## config.mk

```make
export PLATFORM = sky130hd
export DESIGN_NAME = majority_vote_mode_debouncer
export DESIGN_NICKNAME = d
export VERILOG_FILES = /design/src/mvmd_pkg.sv /design/src/majority_vote_mode_debouncer.sv /design/src/mvmd_window.sv /design/src/mvmd_tracker.sv
export VERILOG_INCLUDE_DIRS = /design/src /design/src/src
export SDC_FILE = /design/constraint.sdc
export NUM_CORES = 1
export LEC_CHECK = 0
export BUFFER_PORTS_ARGS = -buffer_cell sky130_fd_sc_hd__buf_2
export CAP_MARGIN = 20
export CORE_ASPECT_RATIO = 1.2
export CORE_MARGIN = 2
export CORE_UTILIZATION = 49
export DETAILED_ROUTE_END_ITERATION = 10
export PLACE_DENSITY = 0.67
export SETUP_SLACK_MARGIN = 0.1
export SKIP_LAST_GASP = 1
export SLEW_MARGIN = 20
export SYNTH_ARGS = -nofsm -noshare
export SYNTH_HDL_FRONTEND = slang
export SYNTH_SLANG_ARGS = --single-unit
```

## constraint.sdc

```tcl
create_clock -name clk -period 10.5 [get_ports clk]
set_clock_uncertainty 0.1 [all_clocks]
set_input_delay 2.1 -clock clk [delete_from_list [all_inputs] [get_ports clk]]
set_output_delay 2.1 -clock clk [all_outputs]
set_load 0.01 [all_outputs]
```

## src/majority_vote_mode_debouncer_macros.svh

```systemverilog
// Assertion macros shared by the debouncer modules.
`ifndef MAJORITY_VOTE_MODE_DEBOUNCER_MACROS_SVH
`define MAJORITY_VOTE_MODE_DEBOUNCER_MACROS_SVH

// Same-cycle implication, sampled on clk and disabled while rst_n is low.
`define MVMD_ASSERT_IMPL(lbl, ante, cons) \
    lbl: assert property (@(posedge clk) disable iff (!rst_n) (ante) |-> (cons)) \
        else $error("mvmd assertion failed");

// Next-cycle implication, sampled on clk and disabled while rst_n is low.
`define MVMD_ASSERT_NEXT(lbl, ante, cons) \
    lbl: assert property (@(posedge clk) disable iff (!rst_n) (ante) |=> (cons)) \
        else $error("mvmd assertion failed");

`endif

```

## src/mvmd_pkg.sv

```systemverilog
// Types and constants shared by the mode debouncer modules.
`default_nettype none
package mvmd_pkg;

    localparam int MODE_W     = 3;
    localparam int TIME_W     = 48;
    localparam int THRESH_W   = 3;
    localparam int HOLD_W     = 32;
    localparam int CFG_DATA_W = 32;
    localparam int CFG_IDX_W  = 1;

    localparam logic [CFG_IDX_W-1:0] REG_THRESHOLD = 1'd0;
    localparam logic [CFG_IDX_W-1:0] REG_HOLD      = 1'd1;

    localparam logic [MODE_W-1:0]   MODE_UNKNOWN    = 3'd0;
    localparam logic [THRESH_W-1:0] THRESHOLD_RESET = 3'd4;
    localparam logic [HOLD_W-1:0]   HOLD_RESET      = 32'd10000;

    typedef struct packed {
        logic              majority;
        logic [MODE_W-1:0] winner;
    } vote_t;

    typedef struct packed {
        logic [MODE_W-1:0] confirmed_mode;
        logic [MODE_W-1:0] majority_mode;
        logic              pending_flag;
        logic              switch_confirmed;
        logic [MODE_W-1:0] ended_mode;
        logic [TIME_W-1:0] segment_begin_ms;
        logic [TIME_W-1:0] segment_length_ms;
    } result_t;

endpackage
`default_nettype wire

```

## src/majority_vote_mode_debouncer.sv

```systemverilog
// Mode debouncer top level: input register, window vote, stable tracking, result register.
// One sample word is taken per clock while sample_stall is low. The sample sits in an
// input register, then the window update, the majority search over the per-mode tallies
// and the 48-bit hold-time compare all run combinationally into the result register.
// While a result waits on result_stall the input register still takes one more sample;
// sample_stall rises only when both registers are full. A timestamp lower than the
// previous nonzero one resets the tracking state but not the configuration.
`default_nettype none
`include "majority_vote_mode_debouncer_macros.svh"
module majority_vote_mode_debouncer #(
    parameter int WINDOW_DEPTH = 5,
    parameter int MODE_COUNT   = 7
) (
    input  wire                                 clk,
    input  wire                                 rst_n,
    input  wire                                 cfg_we,
    input  wire  [mvmd_pkg::CFG_IDX_W-1:0]      cfg_index,
    input  wire  [mvmd_pkg::CFG_DATA_W-1:0]     cfg_data,
    input  wire                                 sample_valid,
    output logic                                sample_stall,
    input  wire  [mvmd_pkg::MODE_W-1:0]         mode_code,
    input  wire  [mvmd_pkg::TIME_W-1:0]         time_ms,
    output logic                                result_valid,
    input  wire                                 result_stall,
    output logic [mvmd_pkg::MODE_W-1:0]         confirmed_mode,
    output logic [mvmd_pkg::MODE_W-1:0]         majority_mode,
    output logic                                pending_flag,
    output logic                                switch_confirmed,
    output logic [mvmd_pkg::MODE_W-1:0]         ended_mode,
    output logic [mvmd_pkg::TIME_W-1:0]         segment_begin_ms,
    output logic [mvmd_pkg::TIME_W-1:0]         segment_length_ms
);

    logic [mvmd_pkg::THRESH_W-1:0] threshold_reg;
    logic [mvmd_pkg::HOLD_W-1:0]   hold_reg;

    logic                          in_valid_reg;
    logic [mvmd_pkg::MODE_W-1:0]   mode_reg;
    logic [mvmd_pkg::TIME_W-1:0]   time_reg;
    logic                          out_valid_reg;
    mvmd_pkg::result_t             result_reg;

    logic                          advance;
    logic                          fire;
    logic                          accept;
    logic                          clear;
    logic [mvmd_pkg::MODE_W-1:0]   mode_norm;
    mvmd_pkg::vote_t               vote;
    mvmd_pkg::result_t             result;

    assign advance      = !out_valid_reg || !result_stall;
    assign fire         = in_valid_reg && advance;
    assign sample_stall = in_valid_reg && !advance;
    assign accept       = sample_valid && !sample_stall;

    // codes at or above the mode count count as unknown
    assign mode_norm = (int'(mode_reg) >= MODE_COUNT) ? mvmd_pkg::MODE_UNKNOWN : mode_reg;

    always_ff @(posedge clk or negedge rst_n)
    begin
        if (!rst_n)
        begin
            threshold_reg <= mvmd_pkg::THRESHOLD_RESET;
            hold_reg      <= mvmd_pkg::HOLD_RESET;
        end
        else if (cfg_we)
        begin
            case (cfg_index)
                mvmd_pkg::REG_THRESHOLD: threshold_reg <= cfg_data[mvmd_pkg::THRESH_W-1:0];
                mvmd_pkg::REG_HOLD:      hold_reg      <= cfg_data[mvmd_pkg::HOLD_W-1:0];
                default:                 hold_reg      <= hold_reg;
            endcase
        end
    end

    always_ff @(posedge clk or negedge rst_n)
    begin
        if (!rst_n)
        begin
            in_valid_reg  <= 1'b0;
            out_valid_reg <= 1'b0;
        end
        else
        begin
            if (accept)
            begin
                in_valid_reg <= 1'b1;
            end
            else if (fire)
            begin
                in_valid_reg <= 1'b0;
            end
            if (advance)
            begin
                out_valid_reg <= in_valid_reg;
            end
        end
    end

    always_ff @(posedge clk)
    begin
        if (accept)
        begin
            mode_reg <= mode_code;
            time_reg <= time_ms;
        end
        if (fire)
        begin
            result_reg <= result;
        end
    end

    mvmd_window #(
        .WINDOW_DEPTH (WINDOW_DEPTH),
        .MODE_COUNT   (MODE_COUNT)
    ) u_window (
        .clk       (clk),
        .rst_n     (rst_n),
        .fire      (fire),
        .clear     (clear),
        .mode      (mode_norm),
        .threshold (threshold_reg),
        .vote      (vote)
    );

    mvmd_tracker u_tracker (
        .clk          (clk),
        .rst_n        (rst_n),
        .fire         (fire),
        .time_ms      (time_reg),
        .vote         (vote),
        .hold_time_ms (hold_reg),
        .clear        (clear),
        .result       (result)
    );

    assign result_valid      = out_valid_reg;
    assign confirmed_mode    = result_reg.confirmed_mode;
    assign majority_mode     = result_reg.majority_mode;
    assign pending_flag      = result_reg.pending_flag;
    assign switch_confirmed  = result_reg.switch_confirmed;
    assign ended_mode        = result_reg.ended_mode;
    assign segment_begin_ms  = result_reg.segment_begin_ms;
    assign segment_length_ms = result_reg.segment_length_ms;

    `MVMD_ASSERT_NEXT(a_fire_gives_result, fire, result_valid)
    `MVMD_ASSERT_IMPL(a_switch_report, result_valid && switch_confirmed,
        (confirmed_mode != ended_mode) && !pending_flag
        && (ended_mode != mvmd_pkg::MODE_UNKNOWN))
    `MVMD_ASSERT_IMPL(a_quiet_report, result_valid && !switch_confirmed,
        (ended_mode == mvmd_pkg::MODE_UNKNOWN) && (segment_begin_ms == '0)
        && (segment_length_ms == '0))

endmodule
`default_nettype wire

```

## src/mvmd_window.sv

```systemverilog
// Sliding window of recent modes with per-mode tallies and the majority vote.
`default_nettype none
module mvmd_window #(
    parameter int WINDOW_DEPTH = 5,
    parameter int MODE_COUNT   = 7
) (
    input  wire                              clk,
    input  wire                              rst_n,
    input  wire                              fire,
    input  wire                              clear,
    input  wire  [mvmd_pkg::MODE_W-1:0]      mode,
    input  wire  [mvmd_pkg::THRESH_W-1:0]    threshold,
    output mvmd_pkg::vote_t                  vote
);

    localparam int TW = $clog2(WINDOW_DEPTH + 1);
    localparam int FW = $clog2(WINDOW_DEPTH + 1);
    localparam int SW = $clog2(WINDOW_DEPTH);
    localparam int CW = (TW > mvmd_pkg::THRESH_W) ? TW : mvmd_pkg::THRESH_W;

    logic [mvmd_pkg::MODE_W-1:0] win_reg [WINDOW_DEPTH];
    logic [TW-1:0]               tally_reg [MODE_COUNT];
    logic [TW-1:0]               tally_eff [MODE_COUNT];
    logic [TW-1:0]               tally_next [MODE_COUNT];
    logic [FW-1:0]               fill_reg;
    logic [FW-1:0]               fill_eff;
    logic [FW-1:0]               fill_next;
    logic [SW-1:0]               slot_reg;
    logic [SW-1:0]               slot_eff;
    logic [SW-1:0]               slot_next;
    logic [mvmd_pkg::MODE_W-1:0] old_mode;
    logic                        full;

    always_comb
    begin
        fill_eff  = clear ? '0 : fill_reg;
        slot_eff  = clear ? '0 : slot_reg;
        full      = (fill_eff == FW'(WINDOW_DEPTH));
        fill_next = full ? fill_eff : fill_eff + FW'(1);
        slot_next = (slot_eff == SW'(WINDOW_DEPTH - 1)) ? '0 : slot_eff + SW'(1);
        old_mode  = clear ? mvmd_pkg::MODE_UNKNOWN : win_reg[slot_eff];
        for (int k = 0; k < MODE_COUNT; k++)
        begin
            tally_eff[k]  = clear ? '0 : tally_reg[k];
            tally_next[k] = tally_eff[k];
            // drop the word leaving a full window, count the new one
            if (full && (int'(old_mode) == k) && (tally_eff[k] != '0))
            begin
                tally_next[k] = tally_next[k] - TW'(1);
            end
            if (int'(mode) == k)
            begin
                tally_next[k] = tally_next[k] + TW'(1);
            end
        end
    end

    // lowest code reaching the threshold wins
    always_comb
    begin
        vote.majority = 1'b0;
        vote.winner   = mvmd_pkg::MODE_UNKNOWN;
        for (int k = MODE_COUNT - 1; k >= 0; k--)
        begin
            if (CW'(tally_next[k]) >= CW'(threshold))
            begin
                vote.majority = 1'b1;
                vote.winner   = mvmd_pkg::MODE_W'(k);
            end
        end
    end

    always_ff @(posedge clk or negedge rst_n)
    begin
        if (!rst_n)
        begin
            fill_reg <= '0;
            slot_reg <= '0;
            for (int k = 0; k < MODE_COUNT; k++)
            begin
                tally_reg[k] <= '0;
            end
            for (int i = 0; i < WINDOW_DEPTH; i++)
            begin
                win_reg[i] <= mvmd_pkg::MODE_UNKNOWN;
            end
        end
        else if (fire)
        begin
            fill_reg <= fill_next;
            slot_reg <= slot_next;
            for (int k = 0; k < MODE_COUNT; k++)
            begin
                tally_reg[k] <= tally_next[k];
            end
            for (int i = 0; i < WINDOW_DEPTH; i++)
            begin
                if (SW'(i) == slot_eff)
                begin
                    win_reg[i] <= mode;
                end
                else if (clear)
                begin
                    win_reg[i] <= mvmd_pkg::MODE_UNKNOWN;
                end
            end
        end
    end

endmodule
`default_nettype wire

```

## src/mvmd_tracker.sv

```systemverilog
// Stable mode tracking: first adoption, pending hold timer, switch and segment report.
`default_nettype none
`include "majority_vote_mode_debouncer_macros.svh"
module mvmd_tracker (
    input  wire                             clk,
    input  wire                             rst_n,
    input  wire                             fire,
    input  wire  [mvmd_pkg::TIME_W-1:0]     time_ms,
    input  mvmd_pkg::vote_t                 vote,
    input  wire  [mvmd_pkg::HOLD_W-1:0]     hold_time_ms,
    output logic                            clear,
    output mvmd_pkg::result_t               result
);

    localparam int TW = mvmd_pkg::TIME_W;
    localparam int MW = mvmd_pkg::MODE_W;

    logic [TW-1:0] last_time_reg;
    logic [MW-1:0] instant_reg;
    logic [MW-1:0] instant_next;
    logic [MW-1:0] stable_reg;
    logic [MW-1:0] stable_next;
    logic [MW-1:0] target_reg;
    logic [MW-1:0] target_next;
    logic          pending_reg;
    logic          pending_next;
    logic [TW-1:0] since_reg;
    logic [TW-1:0] since_next;
    logic [TW-1:0] seg_start_reg;
    logic [TW-1:0] seg_start_next;

    logic [MW-1:0] stable_eff;
    logic [MW-1:0] target_eff;
    logic          pending_eff;
    logic [TW-1:0] since_eff;
    logic [TW-1:0] seg_start_eff;
    logic [TW-1:0] held_ms;
    logic          hold_done;

    // a backward timestamp wipes the tracking state before this word
    assign clear = (last_time_reg != '0) && (time_ms < last_time_reg);

    always_comb
    begin
        stable_eff    = clear ? mvmd_pkg::MODE_UNKNOWN : stable_reg;
        target_eff    = clear ? mvmd_pkg::MODE_UNKNOWN : target_reg;
        pending_eff   = clear ? 1'b0 : pending_reg;
        since_eff     = clear ? '0 : since_reg;
        seg_start_eff = clear ? '0 : seg_start_reg;

        instant_next = vote.majority ? vote.winner
                     : (clear ? mvmd_pkg::MODE_UNKNOWN : instant_reg);

        held_ms   = time_ms - since_eff;
        hold_done = (time_ms >= since_eff) && (held_ms >= TW'(hold_time_ms));

        stable_next    = stable_eff;
        target_next    = target_eff;
        pending_next   = pending_eff;
        since_next     = since_eff;
        seg_start_next = seg_start_eff;

        result.switch_confirmed  = 1'b0;
        result.ended_mode        = mvmd_pkg::MODE_UNKNOWN;
        result.segment_begin_ms  = '0;
        result.segment_length_ms = '0;

        if (stable_eff == mvmd_pkg::MODE_UNKNOWN)
        begin
            if ((instant_next != mvmd_pkg::MODE_UNKNOWN) && vote.majority)
            begin
                stable_next    = instant_next;
                seg_start_next = time_ms;
                pending_next   = 1'b0;
            end
        end
        else if (instant_next != mvmd_pkg::MODE_UNKNOWN)
        begin
            if (instant_next == stable_eff)
            begin
                pending_next = 1'b0;
            end
            else if (!pending_eff || (target_eff != instant_next))
            begin
                // arm the hold timer for a new candidate
                pending_next = 1'b1;
                target_next  = instant_next;
                since_next   = time_ms;
            end
            else if (hold_done)
            begin
                result.switch_confirmed  = 1'b1;
                result.ended_mode        = stable_eff;
                result.segment_begin_ms  = seg_start_eff;
                result.segment_length_ms = (time_ms >= seg_start_eff)
                                         ? time_ms - seg_start_eff : '0;
                stable_next    = instant_next;
                seg_start_next = time_ms;
                pending_next   = 1'b0;
            end
        end

        result.confirmed_mode = stable_next;
        result.majority_mode  = instant_next;
        result.pending_flag   = pending_next;
    end

    always_ff @(posedge clk or negedge rst_n)
    begin
        if (!rst_n)
        begin
            last_time_reg <= '0;
            instant_reg   <= mvmd_pkg::MODE_UNKNOWN;
            stable_reg    <= mvmd_pkg::MODE_UNKNOWN;
            target_reg    <= mvmd_pkg::MODE_UNKNOWN;
            pending_reg   <= 1'b0;
            since_reg     <= '0;
            seg_start_reg <= '0;
        end
        else if (fire)
        begin
            last_time_reg <= time_ms;
            instant_reg   <= instant_next;
            stable_reg    <= stable_next;
            target_reg    <= target_next;
            pending_reg   <= pending_next;
            since_reg     <= since_next;
            seg_start_reg <= seg_start_next;
        end
    end

    `MVMD_ASSERT_IMPL(a_pending_needs_stable, pending_reg, stable_reg != mvmd_pkg::MODE_UNKNOWN)
    `MVMD_ASSERT_IMPL(a_pending_differs, pending_reg && !clear, target_reg != stable_reg)
    `MVMD_ASSERT_NEXT(a_time_tracked, fire, last_time_reg == $past(time_ms))

endmodule
`default_nettype wire
```

==> flow_summary_export.csv, run 1 <==
group,metric,value,unit
routing,wl,65580,um
cts,clk_latency,0.59,ns
logic_synthesis,synth_cell_type_count,86,
worst_hold_path,hold-path-endpoint,"u_window.win_reg[5]$_DFFE_PN0P_",
die,dieArea,0.05135,mm2
global_routing,grt_pass1_wl,105500,um
timing,period_share,88.08,%
routing,ant_nets,0,
cts,cts_buffers,43,
cts,post_cts_buffers,0,
worst_setup_path,critPathLaunchType,"flip-flop",
logic_synthesis,seq_area_frac_synth,43.59,%
routing,wl_per_cell,19.70,um
power_and_ir_drop,vdd_drop_max,0.0001153,V
final_layout,area.growth.synth_to_final,12.49,%
timing,final_max_slew_viol_count,0,
global_routing,grt_max_degree,106,
logic_synthesis,synthTopCellsByArea,"dfrtp_1 (23%), edfxtp_1 (20%), ha_1 (11%)",
timing,tightest_slew,0.9998,ns
worst_setup_path,rrSetupSlack,1.25,ns
die,ioPinCount,198,
worst_setup_path,worst_path_max_delay_cell,"or4_1",
routing,drtIter0Drc,1342,
logic_synthesis,synth-edff-count,158,
logic_synthesis,async_reset_ff_share,59.59,%
cts,holdBufCountCts,0,
worst_hold_path,holdPathStages,2,
timing,timing.fmax,108.1,MHz
worst_setup_path,r2r_start,"time_reg[15]$_DFFE_PP_",
logic_synthesis,syn_inst,2490,
placed_design,numPortBuffers,197,
worst_setup_path,path_delay_family,"simple AND/OR/NAND/NOR gates",
timing,relSlewSlack,32.73,%
cts,clkTransAtPathRegs,0.06,ns
global_routing,grt_pass1_vias,19710,
power_and_ir_drop,leakage,11.86,nW
worst_setup_path,path_common_cell,"ha_1",
worst_hold_path,hp-start,"u_window.win_reg[5]$_DFFE_PN0P_",
die,die_y,247.8,um
worst_setup_path,critPathKind,"reg -> reg",
placed_design,dpl.hpwl,48940,um
logic_synthesis,synth-main-ff-cell,"dfrtp_1",
routing,drt-pass1-iter-count,5,
worst_setup_path,end_kind,"flip-flop",
worst_setup_path,required,10.93,ns
cts,clock_path_buffers,3,
logic_synthesis,synth_warnings,0,
global_routing,gr-total-overflow,0,
worst_hold_path,min_path_type,"reg -> reg",
worst_setup_path,slowest_delay,0.77,ns
die,coreArea,0.04911,mm2
cts,cts.sinks,391,
final_layout,drive_above_1_share,13.71,%
worst_setup_path,worstPathArrival,9.67,ns
timing,finalHoldViolations,0,
logic_synthesis,postSynthAreaPerCell,9.750,um2
worst_setup_path,crit_path_max_fanout,53,
final_layout,num-nets-final,2970,
placed_design,pre_cts_slack,1.255,ns
worst_setup_path,reg2reg_to,"u_tracker.seg_start_reg[14]$_DFFE_PN0P_",
timing,setup_viol,0,
logic_synthesis,ys_seq_elements,391,
cts,htreeDepth,2,
power_and_ir_drop,powerDensity,219.3,mW/mm2
routing,post_drt_via_cell_ratio,5.898,
timing,finalSetupTns,0,ns
cts,post_cts_resized,0,
cts,cts_tree,"yes",
global_routing,antenna_found_initial,0,
die,std_cell_rows,89,
logic_synthesis,syn_area,0.02428,mm2
logic_synthesis,synthesis.nets,2803,
logic_synthesis,yosys.area.top_type,"dfrtp_1",
final_layout,antenna_cells,0,
timing,period_minus_slack,9.248,ns
die,fp.dieW,207.2,um
routing,via_count,19640,
outcome,status,"finished clean",
global_routing,grt_usage,25.58,%
job,maxCapViolCount,0,
die,start_util,49.44,%
logic_synthesis,netlist.area_leader.share,23.40,%
worst_setup_path,path_buf_inv,0,
routing,drcViolationCount,0,
worst_setup_path,crit_start,"time_reg[15]$_DFFE_PP_",
timing,layout_setup_ws,1.252,ns
placed_design,gp_congestion,0.9391,
cts,cts-root-buf,"clkbuf_16",
worst_setup_path,r2r_cells,28,
timing,rsz0062_at_grt,"no",
logic make-up after synthesis:
| logic type | share of synthesized area [%] |
|---|---|
| xor gates and xnor gates | 3.896 |
| and+or+nand+nor | 15.68 |
| DFF | 43.59 |
| buffers and inverters | 3.638 |
| AOI/OAI and AO/OA | 18.19 |
| muxes | 3.401 |
| adders and majority gates | 11.61 |
power by group:
group	internal [mW]	total, mW	switching (mW)
Clock	0.864	1.51	0.642
Sequential	1.90	2.15	0.246
Combinational	0.948	2.33	1.39
area by class of cell:
cell class / instances / area [um2]
Clock buffer: 55 / 1161
Clock inverter: 25 / 250.2
Fill cell: 4375 / 21800
Inverter: 120 / 457.9
Multi-Input combinational cell: 1881 / 12860
Sequential cell: 391 / 10580
Tap cell: 637 / 797.0
Timing Repair Buffer: 220 / 1206
through the flow:
stage | power (mW) | util (%) | area [um2] | hold WS (ns) | cells
CTS | 6.008 | 55.61 | 27310 | 0.3873 | 3329
finish | 5.988 | 55.61 | 27310 | 0.3872 | 3329
detailed placement | 4.475 | 52.74 | 25900 | 0.3742 | 3249
global placement | 4.428 | 52.74 | 25900 | 0.3706 | 3249
floorplan | 3.825 | - | 24280 | 0.3448 | 2490
global route | 6.402 | 55.61 | 27310 | 0.4006 | 3329
placed cells by master, fill, tap and decap left out, drive strengths merged, types with 18 or more instances in the layout:
cell type    n
nand2b      25
a21o        49
dfrtp      227
nand2      328
a22o       104
nor4        24
inv        121
o21ai      165
buf        220
nand3       49
and2        67
mux2i       18
xor2        47
nor3        47
xnor2       61
a21oi      179
mux2        51
edfxtp     158
ha         222
nand4       39
clkbuf      55
a211oi      22
o21a        21
nor2       156
o211ai      22
metal layers:
metal	wire [um]	GRT usage [%]	vias up
met4	2030	8.445	0
met5	0	0	-
met3	3515	3.277	120
met2	31600	43.87	611
li1	-	-	9416
met1	28440	33.68	9489
worst max-delay path by stage:
stage                     cells past startpoint  slack, ns                                 endpoint
after floorplan                              35       2.52      segment_length_ms[40]$_SDFFCE_PP0P_
final                                        28       1.25  u_tracker.seg_start_reg[14]$_DFFE_PN0P_
after global routing                         28       0.46  u_tracker.seg_start_reg[33]$_DFFE_PN0P_
after global placement                       28       1.40   u_tracker.seg_start_reg[6]$_DFFE_PN0P_
after CTS                                    28       1.22   u_tracker.seg_start_reg[6]$_DFFE_PN0P_
after detailed placement                     28       1.25   u_tracker.seg_start_reg[6]$_DFFE_PN0P_
worst register-to-register path: cells and delay by family (launching register included):
kind | cells | cell delay, ns
AOI/OAI and AO/OA | 8 | 2.48
xor gates and xnor gates | 3 | 0.71
adders and majority gates | 4 | 1.14
DFF | 1 | 0.56
and+or+nand+nor | 13 | 4.18
Yosys cell counts (all sizes together) (7+ instances only):
| cell type | instances |
|---|---|
| a211oi | 22 |
| a21boi | 8 |
| a21o | 49 |
| a21oi | 179 |
| a22o | 104 |
| a31oi | 7 |
| and2 | 67 |
| and3 | 10 |
| buf | 32 |
| clkbuf | 66 |
| dfrtp | 227 |
| edfxtp | 158 |
| ha | 222 |
| inv | 120 |
| mux2 | 51 |
| mux2i | 18 |
| nand2 | 328 |
| nand2b | 25 |
| nand3 | 49 |
| nand4 | 39 |
| nor2 | 156 |
| nor2b | 16 |
| nor3 | 47 |
| nor4 | 24 |
| o211ai | 22 |
| o21a | 21 |
| o21ai | 165 |
| o21bai | 12 |
| o22ai | 8 |
| o31a | 8 |
| o31ai | 10 |
| or3 | 12 |
| xnor2 | 61 |
| xor2 | 47 |
Note: power is estimated with default switching activity, not from simulation.
==> run 2: changes to the inputs <==
==> constraint.sdc (replaced) <==
create_clock -name clk -period 10.5 [get_ports clk]
set_clock_uncertainty 0.1 [all_clocks]
set_input_delay 0.525 -clock clk [delete_from_list [all_inputs] [get_ports clk]]
set_output_delay 0.525 -clock clk [all_outputs]
set_load 0.01 [all_outputs]
==> run 2 against run 1 <==
- wire length up 0.20%
- combinational power hardly changed
- sequential power about the same
- core utilization increased by 0.47 points
- cell count up 0.69%
- fmax fell by 0.11%
- cell area up 0.84%
- sequential share of layout area decreased by 0.32 points
- critical path type unchanged
- largest power group unchanged
- highest routed layer unchanged
==> flow_summary_export.csv, run 2 (synthesized netlist as in run 1, its figures left out) <==
group,metric,value,unit
worst_setup_path,worstPathArrival,9.69,ns
routing,wl,65720,um
global_routing,grt_max_degree,106,
timing,period_share,88.18,%
worst_setup_path,slowest_delay,0.77,ns
die,coreArea,0.04911,mm2
die,fp.dieW,207.2,um
die,std_cell_rows,89,
timing,final_max_slew_viol_count,0,
die,start_util,49.44,%
die,dieArea,0.05135,mm2
outcome,status,"finished clean",
placed_design,gp_congestion,0.9391,
timing,tightest_slew,0.9983,ns
final_layout,final_cell_mix,"nand2_1 (327), dfrtp_1 (227), ha_1 (222)",
timing,timing.fmax,108.0,MHz
timing,period_minus_slack,9.259,ns
worst_setup_path,path_common_cell,"ha_1",
timing,rsz0062_at_grt,"no",
routing,drt-pass1-iter-count,5,
power_and_ir_drop,powerDensity,217.7,mW/mm2
cts,clock_path_buffers,3,
worst_setup_path,critPathLaunchType,"flip-flop",
final_layout,final_common_cell,"nand2_1",
cts,post_cts_buffers,0,
worst_setup_path,crit_path_max_fanout,53,
final_layout,num-nets-final,2993,
worst_setup_path,path_buf_inv,0,
cts,cts.sinks,391,
routing,drtIter0Drc,1382,
routing,ant_nets,0,
timing,relSlewSlack,32.83,%
global_routing,grt_pass1_wl,105800,um
cts,clk_latency,0.60,ns
cts,htreeDepth,2,
power_and_ir_drop,leakage,11.96,nW
routing,via_count,19720,
routing,drcViolationCount,0,
placed_design,placed_cell_area,0.02590,mm2
cts,cts_buffers,43,
cts,clkTransAtPathRegs,0.06,ns
global_routing,antenna_found_initial,0,
global_routing,grt_usage,25.64,%
placed_design,dpl.hpwl,48940,um
timing,setup_viol,0,
final_layout,area.growth.synth_to_final,13.44,%
cts,cts-root-buf,"clkbuf_16",
worst_setup_path,critPathKind,"reg -> reg",
timing,finalSetupTns,0,ns
cts,post_cts_resized,0,
worst_setup_path,path_delay_family,"simple AND/OR/NAND/NOR gates",
worst_setup_path,required,10.93,ns
placed_design,numPortBuffers,197,
job,maxCapViolCount,0,
global_routing,gr-total-overflow,0,
power_and_ir_drop,vdd_drop_max,0.0001156,V
worst_setup_path,worst_path_max_delay_cell,"or4_1",
die,die_y,247.8,um
routing,wl_per_cell,19.60,um
cts,cts_tree,"yes",
die,ioPinCount,198,
final_layout,final_area,0.02754,mm2
worst_setup_path,end_kind,"flip-flop",
worst_hold_path,min_path_type,"in -> reg",
final_layout,antenna_cells,0,
routing,post_drt_via_cell_ratio,5.882,
timing,finalHoldViolations,0,
global_routing,grt_pass1_vias,19780,
final_layout,drive_above_1_share,13.59,%
[run 2: changes by cell type in the layout (fill, tap and decap cells not counted), sizes merged]
cell,change
dlygate4sd3,+23
[run 2: power by group]
group / switching (mW) / total (mW) / internal [mW]
Clock: 0.644 / 1.51 / 0.864
Sequential: 0.245 / 2.15 / 1.90
Combinational: 1.39 / 2.34 / 0.953
[run 2: final timing paths]
check                                                     start                                      end  slack (ns)  depth (start not counted)
worst max-delay path                     time_reg[15]$_DFFE_PP_  u_tracker.seg_start_reg[14]$_DFFE_PN0P_        1.24                         28
worst min-delay path                                time_ms[18]                   time_reg[18]$_DFFE_PP_        0.02                          1
worst max register to register           time_reg[15]$_DFFE_PP_  u_tracker.seg_start_reg[14]$_DFFE_PN0P_        1.24                         28
worst min register to register  u_window.win_reg[5]$_DFFE_PN0P_          u_window.win_reg[5]$_DFFE_PN0P_        0.39                          2
max in group asynchronous                                 rst_n  u_tracker.last_time_reg[12]$_DFFE_PN0P_        8.35                          3
min in group asynchronous                                 rst_n                 hold_reg[12]$_DFFE_PN0P_        0.51                          2
[run 2: final cells by class]
class,count,area (um2)
clock buffers,55,1161
clock inverters,25,250.2
fillers,4363,21570
inverters,120,457.9
multi-input cells,1881,12860
flip-flops and latches,391,10580
well taps,637,797.0
repair buffers,243,1436
[run 2: metal layers]
metal | up-vias | routed length (um) | track usage, %
li1 | 9460 | - | -
met1 | 9532 | 28450 | 33.81
met2 | 609 | 31820 | 43.95
met5 | - | 0 | 0
met4 | 0 | 1972 | 8.445
met3 | 114 | 3479 | 3.252
[run 2: per-stage QoR]
stage	utilization, %	hold slack [ns]	setup slack [ns]	power (mW)	std cells
3_3_place_gp	52.74	0.3706	1.403	4.428	3249
3_5_place_dp	52.74	0.3742	1.255	4.475	3249
2_1_floorplan	-	0.1294	2.517	3.825	2490
6_report	56.08	0.02467	1.241	5.995	3352
5_1_grt	56.08	0.009054	0.4617	6.409	3352
4_1_cts	56.08	0.001418	1.220	6.015	3352
[run 2: timing repair]
action,4_1_cts,5_1_grt
setup endpoints to repair,0,0
hold buffers,23,0
hold endpoints to repair,118,0
==> run 3: changes to the inputs <==
CELL_PAD_IN_SITES_DETAIL_PLACEMENT = 1   (was not set)
CELL_PAD_IN_SITES_GLOBAL_PLACEMENT = 1   (was not set)
CORE_UTILIZATION = 48   (was 49)
PLACE_DENSITY = not set   (was 0.67)
PLACE_DENSITY_LB_ADDON = 0.1   (was not set)
==> run 3 against run 2 <==
- critical path depth grew 1
- global-route usage is 2.6 points higher
- power rose by 2.3%
- core utilization decreased by 0.96 points
- critical path type unchanged
- largest power group unchanged
- fmax up 0.53%
- register-to-register slack better by 0.05 ns
- clock power grew 3%
==> flow_summary_export.csv, run 3 (synthesized netlist as in run 1, its figures left out) <==
group,metric,value,unit
die,fp.dieW,209.3,um
power_and_ir_drop,p_total,6.133,mW
die,dieArea,0.05240,mm2
routing,drtIter0Drc,1029,
routing,drt-pass1-iter-count,5,
timing,period_share,87.72,%
cts,clock_path_buffers,3,
timing,rsz0062_at_grt,"no",
timing,layout_setup_ws,1.290,ns
global_routing,gr-total-overflow,0,
power_and_ir_drop,powerDensity,222.0,mW/mm2
power_and_ir_drop,leakage,11.99,nW
placed_design,numPortBuffers,197,
worst_setup_path,slowest_delay,0.65,ns
die,ioPinCount,198,
worst_hold_path,min_path_type,"in -> reg",
global_routing,grt_max_degree,152,
final_layout,drive_above_1_share,13.39,%
global_routing,grt_pass1_vias,21530,
cts,cts-root-buf,"clkbuf_16",
worst_hold_path,hp-start,"time_ms[41]",
final_layout,antenna_cells,0,
cts,cts.sinks,391,
timing,timing.fmax,108.6,MHz
timing,finalHoldViolations,0,
worst_hold_path,holdPathStages,1,
worst_setup_path,r2r_cells,29,
job,maxCapViolCount,0,
final_layout,final_common_cell,"nand2_1",
worst_setup_path,critPathKind,"reg -> reg",
worst_setup_path,crit_path_max_fanout,61,
final_layout,final_cell_mix,"nand2_1 (327), dfrtp_1 (227), ha_1 (222)",
worst_setup_path,worstPathArrival,9.63,ns
timing,tightest_slew,0.9553,ns
routing,drcViolationCount,0,
cts,htreeDepth,2,
worst_setup_path,rrSetupSlack,1.29,ns
worst_hold_path,hold-path-endpoint,"time_reg[41]$_DFFE_PP_",
final_layout,regArea,0.01058,mm2
timing,period_minus_slack,9.210,ns
timing,relSlewSlack,36.31,%
cts,post_cts_resized,0,
cts,cts_buffers,43,
worst_setup_path,required,10.92,ns
timing,final_max_slew_viol_count,0,
die,die_y,250.4,um
die,std_cell_rows,90,
worst_setup_path,critPathLaunchType,"flip-flop",
final_layout,n_fill_cell,5578,
cts,clk_latency,0.60,ns
cts,post_cts_buffers,0,
routing,ant_nets,0,
worst_setup_path,reg2reg_to,"u_tracker.seg_start_reg[8]$_DFFE_PN0P_",
global_routing,grt_pass1_wl,118100,um
timing,setup_viol,0,
worst_setup_path,end_kind,"flip-flop",
final_layout,multi_input_area,0.01286,mm2
cts,cts_tree,"yes",
worst_setup_path,r2r_start,"time_reg[14]$_DFFE_PP_",
final_layout,num-nets-final,2997,
cts,holdBufCountCts,28,
final_layout,area.growth.synth_to_final,13.77,%
routing,via_count,19980,
timing,finalSetupTns,0,ns
die,coreArea,0.05011,mm2
routing,post_drt_via_cell_ratio,5.940,
cts,clkTransAtPathRegs,0.06,ns
placed_design,dpl.hpwl,54240,um
placed_design,gp_congestion,0.9056,
global_routing,grt_usage,28.27,%
placed_design,pre_cts_slack,1.193,ns
outcome,status,"finished clean",
power_and_ir_drop,vdd_drop_max,0.0001362,V
global_routing,antenna_found_initial,0,
routing,wl,73500,um
routing,wl_per_cell,21.86,um
worst_setup_path,worst_path_max_delay_cell,"a211oi_2",
die,start_util,48.45,%
worst_setup_path,path_common_cell,"ha_1",
-- run 3: cell count changes in the layout (fill, tap and decap cells not counted) --
cell	delta
clkinvlp_4	-2
dlygate4sd3_1	+6
clkinv_8	-1
clkinv_16	-1
clkinv_4	+1
bufinv_16	+1
clkbuf_1	+3
clkinvlp_2	-1
buf_4	-3
clkinv_2	-2
inv_16	+2
buf_12	+1
-- run 3: worst max-delay path: cells and delay by family, from the launching register on --
family	cells	cell delay [ns]
adders and majority gates	4	1.09
buffers and inverters	1	0.30
muxes	1	0.32
and+or+nand+nor	10	2.96
DFF	1	0.54
AOI/OAI and AO/OA	12	3.52
xor gates and xnor gates	1	0.17
-- run 3: where the power goes --
part           switching [mW]  total [mW]  internal (mW)
logic                    1.46        2.42          0.959
clock network           0.669        1.56          0.893
registers               0.252        2.16           1.90
-- run 3: cell type report --
cell class	count	share of cell area [%]
well taps	644	2.917
repair buffers	247	5.409
clock buffers	58	4.244
inverters	120	1.658
clock inverters	22	0.9150
multi-input cells	1881	46.54
flip-flops and latches	391	38.31
-- run 3: worst max-delay path by stage --
stage | start | endpoint | slack [ns] | depth (start not counted)
after global placement | time_reg[14]$_DFFE_PP_ | u_tracker.seg_start_reg[9]$_DFFE_PN0P_ | 1.56 | 29
after CTS | time_reg[14]$_DFFE_PP_ | u_tracker.seg_start_reg[8]$_DFFE_PN0P_ | 1.15 | 29
after detailed placement | time_reg[14]$_DFFE_PP_ | u_tracker.seg_start_reg[9]$_DFFE_PN0P_ | 1.19 | 29
after global routing | time_reg[15]$_DFFE_PP_ | u_tracker.seg_start_reg[8]$_DFFE_PN0P_ | 0.52 | 29
final | time_reg[14]$_DFFE_PP_ | u_tracker.seg_start_reg[8]$_DFFE_PN0P_ | 1.29 | 29
after floorplan | time_reg[38]$_DFFE_PP_ | segment_length_ms[40]$_SDFFCE_PP0P_ | 2.52 | 35
-- run 3: layer usage --
metal / wire length [um] / global-route usage [%]
met3: 2464 / 3.335
met2: 36670 / 49.80
met1: 32080 / 36.14
met4: 2284 / 9.245
met5: 0 / 0
-- run 3: per-stage QoR --
step / area [um2] / hold WS, ns / utilization (%) / cells
after detailed placement: 25910 / 0.3808 / 51.70 / 3254
final: 27620 / 0.02303 / 55.12 / 3363
after floorplan: 24280 / 0.1294 / - / 2490
after global placement: 25910 / 0.3686 / 51.70 / 3254
after CTS: 27610 / 0.0005040 / 55.10 / 3362
after global routing: 27620 / 0.003171 / 55.12 / 3363
